## src/rtl/acb_pkg.sv

```systemverilog
// ----------------------------------------------------------------------------
// acb_pkg
// Shared types and constants of the address chunk bitmap.
// ----------------------------------------------------------------------------
package acb_pkg;

  localparam int unsigned DivSteps = 32;

  localparam logic [1:0] CFG_REGION_START = 2'd0;
  localparam logic [1:0] CFG_REGION_END   = 2'd1;
  localparam logic [1:0] CFG_CHUNK_SIZE   = 2'd2;
  localparam logic [1:0] CFG_MAP_BYTES    = 2'd3;

  typedef enum logic [2:0] {
    OP_CLR_ALL  = 3'd0,
    OP_CLR      = 3'd1,
    OP_SET      = 3'd2,
    OP_SET_RNG  = 3'd3,
    OP_TEST     = 3'd4,
    OP_TEST_ALL = 3'd5
  } op_e;

  typedef enum logic [1:0] {
    DIV_ADDR,
    DIV_REND,
    DIV_REGION
  } div_sel_e;

  typedef enum logic [2:0] {
    SW_ALL,
    SW_USED,
    SW_SINGLE,
    SW_RANGE,
    SW_CHK
  } sweep_e;

  typedef enum logic [1:0] {
    WR_ZERO,
    WR_OR_MASK,
    WR_SINGLE
  } wr_e;

  typedef enum logic [3:0] {
    ST_INIT,
    ST_IDLE,
    ST_DISPATCH,
    ST_CLR,
    ST_DIV_S,
    ST_SCHK,
    ST_SRD,
    ST_SMOD,
    ST_DIV_R1,
    ST_DIV_R2,
    ST_RCHK,
    ST_RRD,
    ST_RWR,
    ST_DIV_C,
    ST_CRD,
    ST_CEV
  } state_e;

  typedef struct packed {
    logic     latch;
    logic     div_start;
    div_sel_e div_sel;
    logic     save_first;
    logic     save_last;
    logic     sw_load;
    sweep_e   sw_kind;
    logic     mem_rd;
    logic     mem_wr;
    wr_e      wr_kind;
    logic     ptr_inc;
    logic     ans_init;
    logic     ans_check;
    logic     ans_bit;
    logic     finish;
    logic     fin_acc;
    logic     fin_ans;
  } cmd_t;

  typedef struct packed {
    op_e  op;
    logic map_ok;
    logic in_region;
    logic rng_ok;
    logic slot_ok;
    logic last_ok;
    logic div_busy;
    logic sw_empty;
    logic sw_last;
    logic out_busy;
  } sts_t;

endpackage

```

## src/rtl/acb_dp.sv

```systemverilog
// ----------------------------------------------------------------------------
// acb_dp
// Datapath: configuration, item registers, serial divider, bitmap memory,
// byte sweep pointer and result register.
// ----------------------------------------------------------------------------
module acb_dp #(
  parameter int unsigned MapBytes = 64
) (
  input  logic          clk_i,
  input  logic          rst_ni,
  input  logic          cfg_we_i,
  input  logic [1:0]    cfg_idx_i,
  input  logic [31:0]   cfg_data_i,
  input  logic [2:0]    opcode_i,
  input  logic [31:0]   address_i,
  input  logic [31:0]   range_end_i,
  input  logic          out_ready_i,
  input  acb_pkg::cmd_t cmd_i,
  output acb_pkg::sts_t sts_o,
  output logic          out_valid_o,
  output logic          answer_o,
  output logic          accepted_o
);
  import acb_pkg::*;

  localparam int unsigned AW = (MapBytes > 1) ? $clog2(MapBytes) : 1;
  localparam int unsigned PW = $clog2(MapBytes + 1);
  localparam int unsigned XW = PW + 3;

  logic [31:0] rs_q, re_q, cs_q;
  logic [6:0]  mb_q;
  op_e         op_q;
  logic [31:0] addr_q, rend_q;

  logic [31:0] quo_q;
  logic [32:0] rem_q;
  logic [5:0]  cnt_q;
  logic [31:0] first_q;
  logic [32:0] last_q;

  logic [PW-1:0] ptr_q, end_q;
  logic [XW-1:0] lo_q, hi_q;
  logic [2:0]    bit_q;

  logic [7:0] mem_q [MapBytes];
  logic [7:0] rdata_q;
  logic       ans_q;
  logic       out_valid_q, out_ans_q, out_acc_q;

  logic [PW-1:0] used;
  logic [31:0]   cap32;
  logic [31:0]   dividend;
  logic [32:0]   shl;
  logic          ge;
  logic [31:0]   cnt32;
  logic [7:0]    mask;
  logic [7:0]    bitm;
  logic [7:0]    wdata;

  always_comb begin
    used = (32'(mb_q) > 32'(MapBytes)) ? PW'(MapBytes) : PW'(mb_q);
    cap32 = 32'(used) << 3;
    case (cmd_i.div_sel)
      DIV_ADDR: dividend = addr_q - rs_q;
      DIV_REND: dividend = rend_q - rs_q;
      default:  dividend = re_q - rs_q;
    endcase
    shl = {rem_q[31:0], quo_q[31]};
    ge = shl >= {1'b0, cs_q};
    cnt32 = (quo_q < cap32) ? quo_q : cap32;
    for (int j = 0; j < 8; j++) begin
      mask[j] = ({ptr_q, 3'(j)} >= lo_q) && ({ptr_q, 3'(j)} < hi_q);
    end
    bitm = 8'd1 << bit_q;
    case (cmd_i.wr_kind)
      WR_OR_MASK: wdata = rdata_q | mask;
      WR_SINGLE:  wdata = (op_q == OP_SET) ? (rdata_q | bitm) : (rdata_q & ~bitm);
      default:    wdata = 8'h00;
    endcase
  end

  always_ff @(posedge clk_i or negedge rst_ni) begin
    if (!rst_ni) begin
      rs_q <= '0;
      re_q <= '0;
      cs_q <= '0;
      mb_q <= '0;
    end else if (cfg_we_i) begin
      case (cfg_idx_i)
        CFG_REGION_START: rs_q <= cfg_data_i;
        CFG_REGION_END:   re_q <= cfg_data_i;
        CFG_CHUNK_SIZE:   cs_q <= cfg_data_i;
        CFG_MAP_BYTES:    mb_q <= cfg_data_i[6:0];
        default: ;
      endcase
    end
  end

  always_ff @(posedge clk_i) begin
    if (cmd_i.latch) begin
      op_q   <= op_e'(opcode_i);
      addr_q <= address_i;
      rend_q <= range_end_i;
    end
    if (cmd_i.div_start) begin
      quo_q <= dividend;
      rem_q <= '0;
    end else if (cnt_q != '0) begin
      quo_q <= {quo_q[30:0], ge};
      rem_q <= ge ? (shl - {1'b0, cs_q}) : shl;
    end
    if (cmd_i.save_first) first_q <= quo_q;
    if (cmd_i.save_last) last_q <= {1'b0, quo_q} + 33'(rem_q != '0);
    if (cmd_i.sw_load) begin
      case (cmd_i.sw_kind)
        SW_SINGLE: bit_q <= first_q[2:0];
        SW_RANGE: begin
          lo_q <= XW'(first_q);
          hi_q <= XW'(last_q);
        end
        SW_CHK: begin
          lo_q <= '0;
          hi_q <= XW'(cnt32);
        end
        default: ;
      endcase
    end
    if (cmd_i.mem_wr) mem_q[ptr_q[AW-1:0]] <= wdata;
    if (cmd_i.mem_rd) rdata_q <= mem_q[ptr_q[AW-1:0]];
    if (cmd_i.ans_init) begin
      ans_q <= 1'b1;
    end else if (cmd_i.ans_check) begin
      if ((rdata_q & mask) != 8'h00) ans_q <= 1'b0;
    end else if (cmd_i.ans_bit) begin
      ans_q <= rdata_q[bit_q];
    end
    if (cmd_i.finish) begin
      out_ans_q <= cmd_i.fin_ans & ans_q;
      out_acc_q <= cmd_i.fin_acc;
    end
  end

  always_ff @(posedge clk_i or negedge rst_ni) begin
    if (!rst_ni) begin
      cnt_q       <= '0;
      ptr_q       <= '0;
      end_q       <= PW'(MapBytes);
      out_valid_q <= 1'b0;
    end else begin
      if (cmd_i.div_start) begin
        cnt_q <= 6'(DivSteps);
      end else if (cnt_q != '0) begin
        cnt_q <= cnt_q - 6'd1;
      end
      if (cmd_i.sw_load) begin
        case (cmd_i.sw_kind)
          SW_ALL: begin
            ptr_q <= '0;
            end_q <= PW'(MapBytes);
          end
          SW_USED: begin
            ptr_q <= '0;
            end_q <= used;
          end
          SW_SINGLE: begin
            ptr_q <= PW'(first_q >> 3);
            end_q <= PW'(first_q >> 3) + PW'(1);
          end
          SW_RANGE: begin
            ptr_q <= PW'(first_q >> 3);
            end_q <= PW'(((last_q - 33'd1) >> 3) + 33'd1);
          end
          default: begin
            ptr_q <= '0;
            end_q <= PW'((cnt32 + 32'd7) >> 3);
          end
        endcase
      end else if (cmd_i.ptr_inc) begin
        ptr_q <= ptr_q + PW'(1);
      end
      if (cmd_i.finish) begin
        out_valid_q <= 1'b1;
      end else if (out_ready_i) begin
        out_valid_q <= 1'b0;
      end
    end
  end

  always_comb begin
    sts_o.op        = op_q;
    sts_o.map_ok    = (cs_q != '0) && (mb_q != '0);
    sts_o.in_region = (addr_q >= rs_q) && (addr_q < re_q);
    sts_o.rng_ok    = (addr_q >= rs_q) && (rend_q < re_q) && (addr_q < rend_q);
    sts_o.slot_ok   = first_q < cap32;
    sts_o.last_ok   = last_q <= {1'b0, cap32};
    sts_o.div_busy  = cnt_q != '0;
    sts_o.sw_empty  = ptr_q == end_q;
    sts_o.sw_last   = (ptr_q + PW'(1)) == end_q;
    sts_o.out_busy  = out_valid_q && !out_ready_i;
  end

  assign out_valid_o = out_valid_q;
  assign answer_o    = out_ans_q;
  assign accepted_o  = out_acc_q;

  a_wr_in_bounds: assert property (@(posedge clk_i) disable iff (!rst_ni)
    cmd_i.mem_wr |-> (ptr_q < PW'(MapBytes)))
    else $error("bitmap write beyond storage");

  a_finish_free: assert property (@(posedge clk_i) disable iff (!rst_ni)
    cmd_i.finish |-> !(out_valid_q && !out_ready_i))
    else $error("result overwrites a pending item");

  a_div_idle: assert property (@(posedge clk_i) disable iff (!rst_ni)
    cmd_i.div_start |-> (cnt_q == '0))
    else $error("divider restarted while busy");

endmodule

```

## src/rtl/acb_ctrl.sv

```systemverilog
// ----------------------------------------------------------------------------
// acb_ctrl
// Controller: sequences each item through divider, memory and sweep steps.
// ----------------------------------------------------------------------------
module acb_ctrl (
  input  logic          clk_i,
  input  logic          rst_ni,
  input  logic          in_valid_i,
  output logic          in_ready_o,
  input  acb_pkg::sts_t sts_i,
  output acb_pkg::cmd_t cmd_o
);
  import acb_pkg::*;

  state_e state_q, state_d;

  always_ff @(posedge clk_i or negedge rst_ni) begin
    if (!rst_ni) begin
      state_q <= ST_INIT;
    end else begin
      state_q <= state_d;
    end
  end

  logic fin_go;
  logic fin_acc, fin_use;

  always_comb begin
    state_d = state_q;
    cmd_o   = '0;
    fin_go  = 1'b0;
    fin_acc = 1'b0;
    fin_use = 1'b0;
    in_ready_o = 1'b0;

    case (state_q)
      ST_INIT: begin
        cmd_o.mem_wr  = 1'b1;
        cmd_o.wr_kind = WR_ZERO;
        cmd_o.ptr_inc = 1'b1;
        if (sts_i.sw_last) state_d = ST_IDLE;
      end
      ST_IDLE: begin
        in_ready_o = 1'b1;
        if (in_valid_i) begin
          cmd_o.latch = 1'b1;
          state_d = ST_DISPATCH;
        end
      end
      ST_DISPATCH: begin
        if (!sts_i.map_ok) begin
          fin_go = 1'b1;
        end else begin
          case (sts_i.op)
            OP_CLR_ALL: begin
              cmd_o.sw_load = 1'b1;
              cmd_o.sw_kind = SW_USED;
              state_d = ST_CLR;
            end
            OP_CLR, OP_SET, OP_TEST: begin
              if (sts_i.in_region) begin
                cmd_o.div_start = 1'b1;
                cmd_o.div_sel   = DIV_ADDR;
                state_d = ST_DIV_S;
              end else begin
                fin_go = 1'b1;
              end
            end
            OP_SET_RNG: begin
              if (sts_i.rng_ok) begin
                cmd_o.div_start = 1'b1;
                cmd_o.div_sel   = DIV_ADDR;
                state_d = ST_DIV_R1;
              end else begin
                fin_go = 1'b1;
              end
            end
            OP_TEST_ALL: begin
              cmd_o.div_start = 1'b1;
              cmd_o.div_sel   = DIV_REGION;
              state_d = ST_DIV_C;
            end
            default: fin_go = 1'b1;
          endcase
        end
      end
      ST_CLR: begin
        cmd_o.mem_wr  = 1'b1;
        cmd_o.wr_kind = WR_ZERO;
        cmd_o.ptr_inc = 1'b1;
        if (sts_i.sw_last) begin
          fin_go  = 1'b1;
          fin_acc = 1'b1;
        end
      end
      ST_DIV_S: begin
        if (!sts_i.div_busy) begin
          cmd_o.save_first = 1'b1;
          state_d = ST_SCHK;
        end
      end
      ST_SCHK: begin
        if (!sts_i.slot_ok) begin
          fin_go = 1'b1;
        end else begin
          cmd_o.sw_load = 1'b1;
          cmd_o.sw_kind = SW_SINGLE;
          state_d = ST_SRD;
        end
      end
      ST_SRD: begin
        cmd_o.mem_rd = 1'b1;
        state_d = ST_SMOD;
      end
      ST_SMOD: begin
        fin_go  = 1'b1;
        fin_acc = 1'b1;
        if (sts_i.op == OP_TEST) begin
          cmd_o.ans_bit = 1'b1;
          fin_use = 1'b1;
        end else begin
          cmd_o.mem_wr  = 1'b1;
          cmd_o.wr_kind = WR_SINGLE;
        end
      end
      ST_DIV_R1: begin
        if (!sts_i.div_busy) begin
          cmd_o.save_first = 1'b1;
          cmd_o.div_start  = 1'b1;
          cmd_o.div_sel    = DIV_REND;
          state_d = ST_DIV_R2;
        end
      end
      ST_DIV_R2: begin
        if (!sts_i.div_busy) begin
          cmd_o.save_last = 1'b1;
          state_d = ST_RCHK;
        end
      end
      ST_RCHK: begin
        if (!sts_i.last_ok) begin
          fin_go = 1'b1;
        end else begin
          cmd_o.sw_load = 1'b1;
          cmd_o.sw_kind = SW_RANGE;
          state_d = ST_RRD;
        end
      end
      ST_RRD: begin
        cmd_o.mem_rd = 1'b1;
        state_d = ST_RWR;
      end
      ST_RWR: begin
        cmd_o.mem_wr  = 1'b1;
        cmd_o.wr_kind = WR_OR_MASK;
        cmd_o.ptr_inc = 1'b1;
        if (sts_i.sw_last) begin
          fin_go  = 1'b1;
          fin_acc = 1'b1;
        end else begin
          state_d = ST_RRD;
        end
      end
      ST_DIV_C: begin
        if (!sts_i.div_busy) begin
          cmd_o.sw_load  = 1'b1;
          cmd_o.sw_kind  = SW_CHK;
          cmd_o.ans_init = 1'b1;
          state_d = ST_CRD;
        end
      end
      ST_CRD: begin
        if (sts_i.sw_empty) begin
          fin_go  = 1'b1;
          fin_acc = 1'b1;
          fin_use = 1'b1;
        end else begin
          cmd_o.mem_rd = 1'b1;
          state_d = ST_CEV;
        end
      end
      ST_CEV: begin
        cmd_o.ans_check = 1'b1;
        cmd_o.ptr_inc   = 1'b1;
        if (sts_i.sw_last) begin
          fin_go  = 1'b1;
          fin_acc = 1'b1;
          fin_use = 1'b1;
        end else begin
          state_d = ST_CRD;
        end
      end
      default: state_d = ST_IDLE;
    endcase

    // hand the result to the output stage
    if (fin_go) begin
      cmd_o.finish  = 1'b1;
      cmd_o.fin_acc = fin_acc;
      cmd_o.fin_ans = fin_use;
      state_d       = ST_IDLE;
    end
  end

endmodule

```

## src/rtl/acb_fin.sv

```systemverilog
// ----------------------------------------------------------------------------
// acb_fin
// Result hand-off: holds a finished item until the output register frees.
// ----------------------------------------------------------------------------
module acb_fin (
  input  logic          clk_i,
  input  logic          rst_ni,
  input  logic          done_i,
  input  logic          done_acc_i,
  input  logic          done_ans_i,
  input  logic          out_busy_i,
  output logic          pend_o,
  output logic          finish_o,
  output logic          fin_acc_o,
  output logic          fin_ans_o
);
  logic pend_q, pend_d;
  logic acc_q, acc_d, ans_q, ans_d;

  always_comb begin
    pend_d = pend_q;
    acc_d  = acc_q;
    ans_d  = ans_q;
    if (done_i) begin
      pend_d = 1'b1;
      acc_d  = done_acc_i;
      ans_d  = done_ans_i;
    end else if (pend_q && !out_busy_i) begin
      pend_d = 1'b0;
    end
  end

  always_ff @(posedge clk_i or negedge rst_ni) begin
    if (!rst_ni) begin
      pend_q <= 1'b0;
      acc_q  <= 1'b0;
      ans_q  <= 1'b0;
    end else begin
      pend_q <= pend_d;
      acc_q  <= acc_d;
      ans_q  <= ans_d;
    end
  end

  assign pend_o    = pend_q;
  assign finish_o  = pend_q && !out_busy_i;
  assign fin_acc_o = acc_q;
  assign fin_ans_o = ans_q;

endmodule

```

## src/rtl/address_chunk_bitmap_core.sv

```systemverilog
// ----------------------------------------------------------------------------
// address_chunk_bitmap_core
// One bit per chunk-sized slot of an address region, with set, clear, range
// set and test operations.
// ----------------------------------------------------------------------------
// One item is worked at a time, one result per item. Single clear, set and
// test first map the address to its slot with the 32-step serial divider.
// Range set does two divisions, then a read and a write of the memory per
// bitmap byte touched. Clear all writes zero to each byte in use; the
// all-clear test does one division, then a read and a check per byte
// examined. After reset the bitmap memory is swept to zero over all MapBytes
// bytes, one byte a cycle, before the first item is taken; configuration
// writes are taken at any time.
module address_chunk_bitmap_core #(
  parameter int unsigned MapBytes = 64
) (
  input  logic        clk_i,
  input  logic        rst_ni,
  input  logic        cfg_we_i,
  input  logic [1:0]  cfg_idx_i,
  input  logic [31:0] cfg_data_i,
  input  logic        in_valid_i,
  output logic        in_ready_o,
  input  logic [2:0]  opcode_i,
  input  logic [31:0] address_i,
  input  logic [31:0] range_end_i,
  output logic        out_valid_o,
  input  logic        out_ready_i,
  output logic        answer_o,
  output logic        accepted_o
);
  import acb_pkg::*;

  cmd_t cmd_c, cmd;
  sts_t sts;
  logic ctrl_ready;
  logic pend, finish, fin_acc, fin_ans;

  acb_ctrl u_ctrl (
    .clk_i      (clk_i),
    .rst_ni     (rst_ni),
    .in_valid_i (in_valid_i && !pend),
    .in_ready_o (ctrl_ready),
    .sts_i      (sts),
    .cmd_o      (cmd_c)
  );

  acb_fin u_fin (
    .clk_i      (clk_i),
    .rst_ni     (rst_ni),
    .done_i     (cmd_c.finish),
    .done_acc_i (cmd_c.fin_acc),
    .done_ans_i (cmd_c.fin_ans),
    .out_busy_i (sts.out_busy),
    .pend_o     (pend),
    .finish_o   (finish),
    .fin_acc_o  (fin_acc),
    .fin_ans_o  (fin_ans)
  );

  always_comb begin
    cmd = cmd_c;
    cmd.finish  = finish;
    cmd.fin_acc = fin_acc;
    cmd.fin_ans = fin_ans;
  end

  assign in_ready_o = ctrl_ready && !pend;

  acb_dp #(
    .MapBytes (MapBytes)
  ) u_dp (
    .clk_i       (clk_i),
    .rst_ni      (rst_ni),
    .cfg_we_i    (cfg_we_i),
    .cfg_idx_i   (cfg_idx_i),
    .cfg_data_i  (cfg_data_i),
    .opcode_i    (opcode_i),
    .address_i   (address_i),
    .range_end_i (range_end_i),
    .out_ready_i (out_ready_i),
    .cmd_i       (cmd),
    .sts_o       (sts),
    .out_valid_o (out_valid_o),
    .answer_o    (answer_o),
    .accepted_o  (accepted_o)
  );

endmodule
```

## config.mk

```make
export PLATFORM = sky130hd
export DESIGN_NAME = address_chunk_bitmap_core
export DESIGN_NICKNAME = d
export VERILOG_FILES = /design/src/rtl/acb_pkg.sv /design/src/rtl/acb_dp.sv /design/src/rtl/acb_ctrl.sv /design/src/rtl/acb_fin.sv /design/src/rtl/address_chunk_bitmap_core.sv
export SDC_FILE = /design/constraint.sdc
export NUM_CORES = 1
export LEC_CHECK = 0
export BUFFER_PORTS_ARGS = -buffer_cell sky130_fd_sc_hd__buf_4
export CORE_MARGIN = 10
export CORE_UTILIZATION = 50
export CTS_BUF_LIST = sky130_fd_sc_hd__clkbuf_2 sky130_fd_sc_hd__clkbuf_4 sky130_fd_sc_hd__clkbuf_8
export DETAILED_ROUTE_END_ITERATION = 10
export PLACE_DENSITY = 0.71
export SLEW_MARGIN = 20
export SYNTH_ARGS = -nofsm -noshare
export SYNTH_HDL_FRONTEND = slang
export SYNTH_HIERARCHICAL = 1
export SYNTH_SLANG_ARGS = --single-unit
```

## constraint.sdc

```tcl
create_clock -name clk_i -period 10.4 [get_ports clk_i]
set_clock_uncertainty 0.15 [all_clocks]
set_input_delay 0.52 -clock clk_i [delete_from_list [all_inputs] [get_ports clk_i]]
set_output_delay 0.52 -clock clk_i [all_outputs]
set_load 0.01 [all_outputs]
```

==> impl_metrics.env, run 1 <==
export IMPL_worst_slack_ps=4370
export IMPL_synth_cells=3612
export IMPL_relSlewSlack=0.220
export IMPL_drtPass1Iterations=6
export IMPL_reg2reg_slack_ps=4370
export IMPL_place_ws_ps=4510
export IMPL_cts_root_buf="clkbuf_8"
export IMPL_tightest_slew_ps=1170
export IMPL_place_hpwl_microns=77800
export IMPL_die_y_microns=314
export IMPL_synth_compound_area_frac=0.156
export IMPL_synth_top_family_by_area="compound AO/OA/AOI/OAI gates"
export IMPL_pwr_share_seq=0.397
export IMPL_detail_route_antenna_nets=0
export IMPL_grt_pass1_wl_microns=178000
export IMPL_grtUsageTotal=0.232
export IMPL_whs_ps=184
export IMPL_ys_types=91
export IMPL_p_int_mw=7.54
export IMPL_utilization=0.576
export IMPL_rr_endpoint="u_dp/quo_q[15]$_DFFE_PP_"
export IMPL_power_mw=11.9
export IMPL_antenna_found_initial=3
export IMPL_rows=107
export IMPL_vias_per_cell=6.11
export IMPL_yosys_mux_area_fraction=0.0274
export IMPL_vdd_drop_max_mv=0.164
export IMPL_final_setup_tns_ps=0
export IMPL_status="complete, no violations"
export IMPL_drc=0
export IMPL_yosys_area_share_xor_xnor=0.0288
export IMPL_syn_area_sq_um=43100
export IMPL_p_per_area_nw_per_um2=242
export IMPL_synth_enable_flop_cells=709
export IMPL_clkSlewWorstSetupHoldPaths_ps=60
export IMPL_syn_area_per_cell_sq_um=11.9
export IMPL_cpPeakStageDelay_ps=680
export IMPL_die_area_sq_um=98400
export IMPL_grt_max_degree=85
export IMPL_clock_sinks=874
export IMPL_instances_no_fill=5086
export IMPL_swShare=0.367
export IMPL_yosys_area_share_simple=0.102
export IMPL_cts_buffers=142
export IMPL_grt_overflow_total=0
export IMPL_place_inst=4730
export IMPL_wl_per_cell_microns=23.1
export IMPL_fillers=6855
export IMPL_cts_tree="yes"
export IMPL_yosysTopAreaCell="edfxtp_1"
export IMPL_clock_fmax_mhz=166
export IMPL_port_buffers=109
export IMPL_maxSlewViolCount=0
export IMPL_num_vias=31080
export IMPL_worstPathRequired_ps=10920
export IMPL_drv_cap=0
export IMPL_cp_max_fo=30
export IMPL_cp_start_kind="flop"
export IMPL_power_switching_mw=4.37
export IMPL_syn2layout_area_growth_pct=14.0
export IMPL_async_reset_ff_frac=0.150
export IMPL_synth_warnings=6
export IMPL_cts_setup_buffers=0
export IMPL_rsz0062_at_grt="no"
export IMPL_ios=110
export IMPL_grt_pass1_vias=29757
export IMPL_htree_levels=4
export IMPL_post_route_period_util=0.580
export IMPL_start_util=0.505
export IMPL_endpoint_kind="flop"
export IMPL_p_leak_nw=19.1
export IMPL_gp_congestion=0.924
export IMPL_routed_wl_microns=118000
export IMPL_synth_top_cell_area_share=0.494
export IMPL_p_clk_frac=0.263
export IMPL_drive_gt1_frac=0.135
export IMPL_dominantRegCellSynth="edfxtp_1"
export IMPL_coreArea_sq_um=85400
export IMPL_hold_path_class="in2async"
export IMPL_cts_buffer_depth=3
export IMPL_clock_latency_ps=820
export IMPL_crit_slowest_cell="a31o_2"
export IMPL_r2r_worst_path_cells=17
export IMPL_crit_top_cell="a21o_1"
export IMPL_power_frac_comb=0.340
export IMPL_cp_cell_sequence="ha_1 -> a21o_1 -> a21o_1 -> a21o_1 -> a21o_1 -> a2111oi_0 -> o221ai_1 -> a211o_1 -> a221o_1 -> nor2_1 -> nor2b_1 -> o21ai_0 -> a31o_2 -> inv_1 -> or3_1 -> mux2i_1 -> a211o_1"
export IMPL_yosysSeqAreaShare=0.586
export IMPL_setup_viol=0
export IMPL_cp_data_arrival_time_ps=6540
export IMPL_finalInstanceArea_sq_um=49200
export IMPL_nNetsFinal=4170
export IMPL_drt_iter0_markers=3512
export IMPL_ys_ff_latch=874
export IMPL_synth_top_cells_by_area="edfxtp_1, dfrtp_1, ha_1, a22oi_1, o21ai_0"
export IMPL_r2r_start="u_dp/addr_q[1]$_DFFE_PP_"
export IMPL_synth_fa_ha_area_frac=0.0681
export IMPL_period_needed_ps=6030
export IMPL_fp_dieW_microns=314
export IMPL_worstSetupPathType="reg2reg"
export IMPL_hold_violations=0
export IMPL_synth_nets=3951
export IMPL_post_dp_cell_area_sq_um=45200
-- kinds of logic (layout without fill, tap and decap cells) --
kind of cell    after synthesis  in the layout
compound gates              992            992
xor+xnor                    142            142
fa+ha+maj                   233            233
buf+inv                     358            687
flops                       874            874
mux                         105            105
other cells                   0              1
simple gates                908            908
-- worst max path at each step --
stage	from	endpoint	slack, ps	cells after the start
6_report	u_dp/addr_q[1]$_DFFE_PP_	u_dp/quo_q[15]$_DFFE_PP_	4370	17
5_1_grt	u_dp/mb_q[6]$_DFFE_PN0P_	u_dp/end_q[6]$_DFFE_PN1P_	4080	23
4_1_cts	u_dp/addr_q[1]$_DFFE_PP_	u_dp/quo_q[15]$_DFFE_PP_	4490	17
3_5_place_dp	u_dp/addr_q[1]$_DFFE_PP_	u_dp/quo_q[15]$_DFFE_PP_	4510	17
3_3_place_gp	u_dp/addr_q[1]$_DFFE_PP_	u_dp/quo_q[31]$_DFFE_PP_	4440	15
2_1_floorplan	u_dp/mb_q[6]$_DFFE_PN0P_	u_dp/hi_q[0]$_DFFE_PP_	5060	19
-- cell usage in the layout, fill, tap and decap left out, drive strengths merged, types with 70 or more instances in the layout --
cell	instances
edfxtp	709
nand2	249
nor2	244
ha	230
clkbuf	202
o21ai	199
inv	193
a21oi	186
a22oi	165
buf	148
dfrtp	130
dlygate4sd3	101
mux2	85
a21o	76
xnor2	72
xor2	70
-- state kept, by name (all words and copies together), names as in the netlist, 32 cells and up --
name	count
u_dp/last_q	33
u_dp/quo_q	32
u_dp/rs_q	32
u_dp/first_q	32
u_dp/re_q	32
u_dp/cs_q	32
u_dp/addr_q	32
u_dp/rend_q	32
u_dp/rem_q	33
u_dp/mem_q	512
-- synth_stat cells, types with 6 or more instances --
cell,n
a211o_1,9
a211oi_1,39
a21o_1,75
a21oi_1,186
a221o_1,6
a221oi_1,55
a22o_1,54
a22oi_1,164
a31oi_1,68
a32oi_1,7
a41oi_1,19
and2_1,24
and3_1,29
and4_1,9
buf_1,33
buf_2,15
clkbuf_1,120
dfrtp_1,130
dfxtp_1,34
edfxtp_1,709
ha_1,230
inv_1,183
mux2_2,85
mux2i_1,18
nand2_1,248
nand2b_1,29
nand3_1,61
nand3b_1,12
nand4_1,43
nor2_1,244
nor2b_1,45
nor3_1,64
nor3b_1,11
nor4_1,56
o211ai_1,20
o21a_1,16
o21ai_0,195
o21bai_1,10
o31ai_1,6
or2_2,12
or3_1,8
xnor2_1,72
xor2_1,70
-- repair_timing --
action	in CTS	in global routing
hold buffers	101	0
endpoints found under the hold margin	255	0
resized for setup	0	0
-- power by group through the flow --
stage               clock [mW]  sequential [mW]  combinational, mW
floorplan                    0             4.52               2.96
global placement             0             4.76               3.87
detailed placement           0             4.78               3.92
CTS                       3.18             4.71               3.97
global route              3.34             4.77               4.42
finish                    3.14             4.73               4.04
-- critical path: cells and delay by family, from the launching register on --
kind            cells  cell delay [ps]
fa+ha+maj           1              320
flops               1              440
simple gates        3              820
buf+inv             1              650
mux                 1              210
compound gates     11             3270
-- routing by layer --
| layer | vias to the layer above | track usage | share of wire |
|---|---|---|---|
| met3 | 191 | 0.0414 | 0.083 |
| met5 | - | 0 | 0 |
| li1 | 14206 | - | - |
| met1 | 15230 | 0.328 | 0.44 |
| met2 | 1453 | 0.358 | 0.45 |
| met4 | 0 | 0.0796 | 0.028 |
-- cell type report --
cell class                      count  area, sq um  share of cell area
Antenna cell                        1         2.50           0.0000509
Clock buffer                      202         2480              0.0504
Clock inverter                     52          519              0.0106
Inverter                          184          691              0.0140
Multi-Input combinational cell   2380        16700               0.339
Sequential cell                   874        25300               0.513
Tap cell                         1144         1430              0.0291
Timing Repair Buffer              249         2130              0.0432
(Power assumes the default switching activity.)
==> run 2, diff against run 1 <==
==> constraint.sdc (replaced) <==
create_clock -name clk_i -period 5.8 [get_ports clk_i]
set_clock_uncertainty 0.15 [all_clocks]
set_input_delay 0.29 -clock clk_i [delete_from_list [all_inputs] [get_ports clk_i]]
set_output_delay 0.29 -clock clk_i [all_outputs]
set_load 0.01 [all_outputs]
==> impl_metrics.env, run 2 (synthesis results as in run 1) <==
export IMPL_relSlewSlack=0.258
export IMPL_cp_max_fo=61
export IMPL_place_hpwl_microns=77800
export IMPL_port_buffers=109
export IMPL_p_per_area_nw_per_um2=428
export IMPL_drc=0
export IMPL_routed_wl_microns=121000
export IMPL_ios=110
export IMPL_clock_latency_ps=850
export IMPL_endpoint_kind="flop"
export IMPL_die_area_sq_um=98400
export IMPL_cts_tree="yes"
export IMPL_post_route_period_util=0.972
export IMPL_vdd_drop_max_mv=0.290
export IMPL_instances_no_fill=5190
export IMPL_clock_fmax_mhz=177
export IMPL_power_mw=21.5
export IMPL_period_needed_ps=5640
export IMPL_drv_cap=0
export IMPL_grtUsageTotal=0.241
export IMPL_status="complete, no violations"
export IMPL_final_setup_tns_ps=0
export IMPL_cp_data_arrival_time_ps=6160
export IMPL_place_inst=4748
export IMPL_power_frac_comb=0.347
export IMPL_swShare=0.372
export IMPL_clkSlewWorstSetupHoldPaths_ps=70
export IMPL_drive_gt1_frac=0.139
export IMPL_fp_dieW_microns=314
export IMPL_setup_viol=0
export IMPL_num_vias=31873
export IMPL_largest_reg_flops=512
export IMPL_start_util=0.505
export IMPL_maxSlewViolCount=0
export IMPL_pwr_share_seq=0.394
export IMPL_drtPass1Iterations=6
export IMPL_drt_iter0_markers=3678
export IMPL_hold_violations=0
export IMPL_nNetsFinal=4270
export IMPL_tightest_slew_ps=1110
export IMPL_detail_route_antenna_nets=0
export IMPL_grt_pass1_wl_microns=185000
export IMPL_rows=107
export IMPL_grt_overflow_total=0
export IMPL_rsz0062_at_grt="no"
export IMPL_p_int_mw=13.5
export IMPL_antenna_found_initial=5
export IMPL_htree_levels=4
export IMPL_clock_sinks=874
export IMPL_final_common_cell="edfxtp_1"
export IMPL_syn2layout_area_growth_pct=16.3
export IMPL_grt_max_degree=75
export IMPL_worstPathRequired_ps=6330
export IMPL_cts_buffer_depth=3
export IMPL_p_leak_nw=19.6
export IMPL_p_clk_frac=0.258
export IMPL_wl_per_cell_microns=23.3
export IMPL_power_switching_mw=8.00
export IMPL_hold_path_class="in2reg"
export IMPL_utilization=0.587
export IMPL_vias_per_cell=6.14
export IMPL_cp_start_kind="flop"
export IMPL_final_cell_mix="edfxtp_1, nand2_1, nor2_1, ha_1, o21ai_0"
export IMPL_worst_slack_ps=164
export IMPL_coreArea_sq_um=85400
export IMPL_worstSetupPathType="reg2reg"
export IMPL_place_ws_ps=591
export IMPL_die_y_microns=314
export IMPL_grt_pass1_vias=31008
export IMPL_gp_congestion=0.936
export IMPL_cts_root_buf="clkbuf_8"
export IMPL_cts_buffers=145
## run 2: changes by cell type in the layout (fill, tap and decap cells not counted), moves of 5 or more
cell / before / now
dlygate4sd3_1: 101 / 179
buf_4: 147 / 159
clkbuf_4: 48 / 57
buf_12: 0 / 6
bufinv_16: 8 / 3
## run 2: through the flow
stage / cell area [sq um] / hold WS [ps]
final: 50200 / 64.1
after floorplan: 43100 / -156
after detailed placement: 45400 / 205
after global placement: 45400 / 207
after global routing: 50200 / 32.2
after CTS: 50100 / 1.88
## run 2: timing repair
| item | CTS | global route |
|---|---|---|
| setup buffers | 0 | 0 |
| gates resized for setup | 0 | 1 |
| hold buffers | 180 | 0 |
| endpoints found under the hold margin | 248 | 0 |
| setup endpoints to repair | 0 | 2 |
## run 2: final timing paths
path / startpoint / endpoint / slack (ps) / depth (start not counted)
min: address_i[16] / u_dp/addr_q[16]$_DFFE_PP_ / 60 / 2
min in group asynchronous: rst_ni / u_dp/rs_q[20]$_DFFE_PN0P_ / 470 / 4
max in group asynchronous: rst_ni / u_dp/out_valid_o$_DFFE_PN0P_ / 4270 / 4
min reg2reg: u_dp/first_q[0]$_DFFE_PP_ / u_dp/bit_q[0]$_DFFE_PP_ / 310 / 0
max reg2reg: u_dp/rend_q[1]$_DFFE_PP_ / u_dp/rem_q[19]$_SDFFE_PP0P_ / 160 / 19
max: u_dp/rend_q[1]$_DFFE_PP_ / u_dp/rem_q[19]$_SDFFE_PP0P_ / 160 / 19
## run 2: cell type report
type                            count  area [sq um]
Fill cell                        6782         35200
Tap cell                         1144          1430
Antenna cell                        4          10.0
Multi-Input combinational cell   2380         16700
Sequential cell                   874         25300
Inverter                          184           691
Clock inverter                     50           454
Timing Repair Buffer              346          3140
Clock buffer                      208          2510
## run 2: worst max-delay path, cell delays in order, from the launching register on
cell,delay (ps)
edfxtp_1,480
inv_1,100
ha_1,220
a21o_1,160
a21o_1,190
a21o_1,190
a21o_1,190
a2111oi_0,550
o221ai_1,310
a211o_1,390
a221o_1,410
nor2_1,280
nor2b_1,80
o21ai_0,320
a31o_2,250
buf_4,510
nor2_1,170
buf_4,210
a32oi_1,190
o21ai_0,100
## run 2: metal layers
metal / track usage / routed length [microns] / up-vias
li1: - / - / 14426
met1: 0.334 / 51000 / 15509
met2: 0.369 / 54300 / 1679
met3: 0.0467 / 11200 / 259
met4: 0.0988 / 4410 / 0
met5: 0 / 0 / -
## run 2: power groups by stage
stage	registers, mW	logic (mW)	clock network, mW
final	8.46	7.46	5.55
after global routing	8.53	8.14	5.93
after CTS	8.43	7.27	5.62
after detailed placement	8.55	7.12	0
after global placement	8.53	7.05	0
after floorplan	8.11	5.31	0
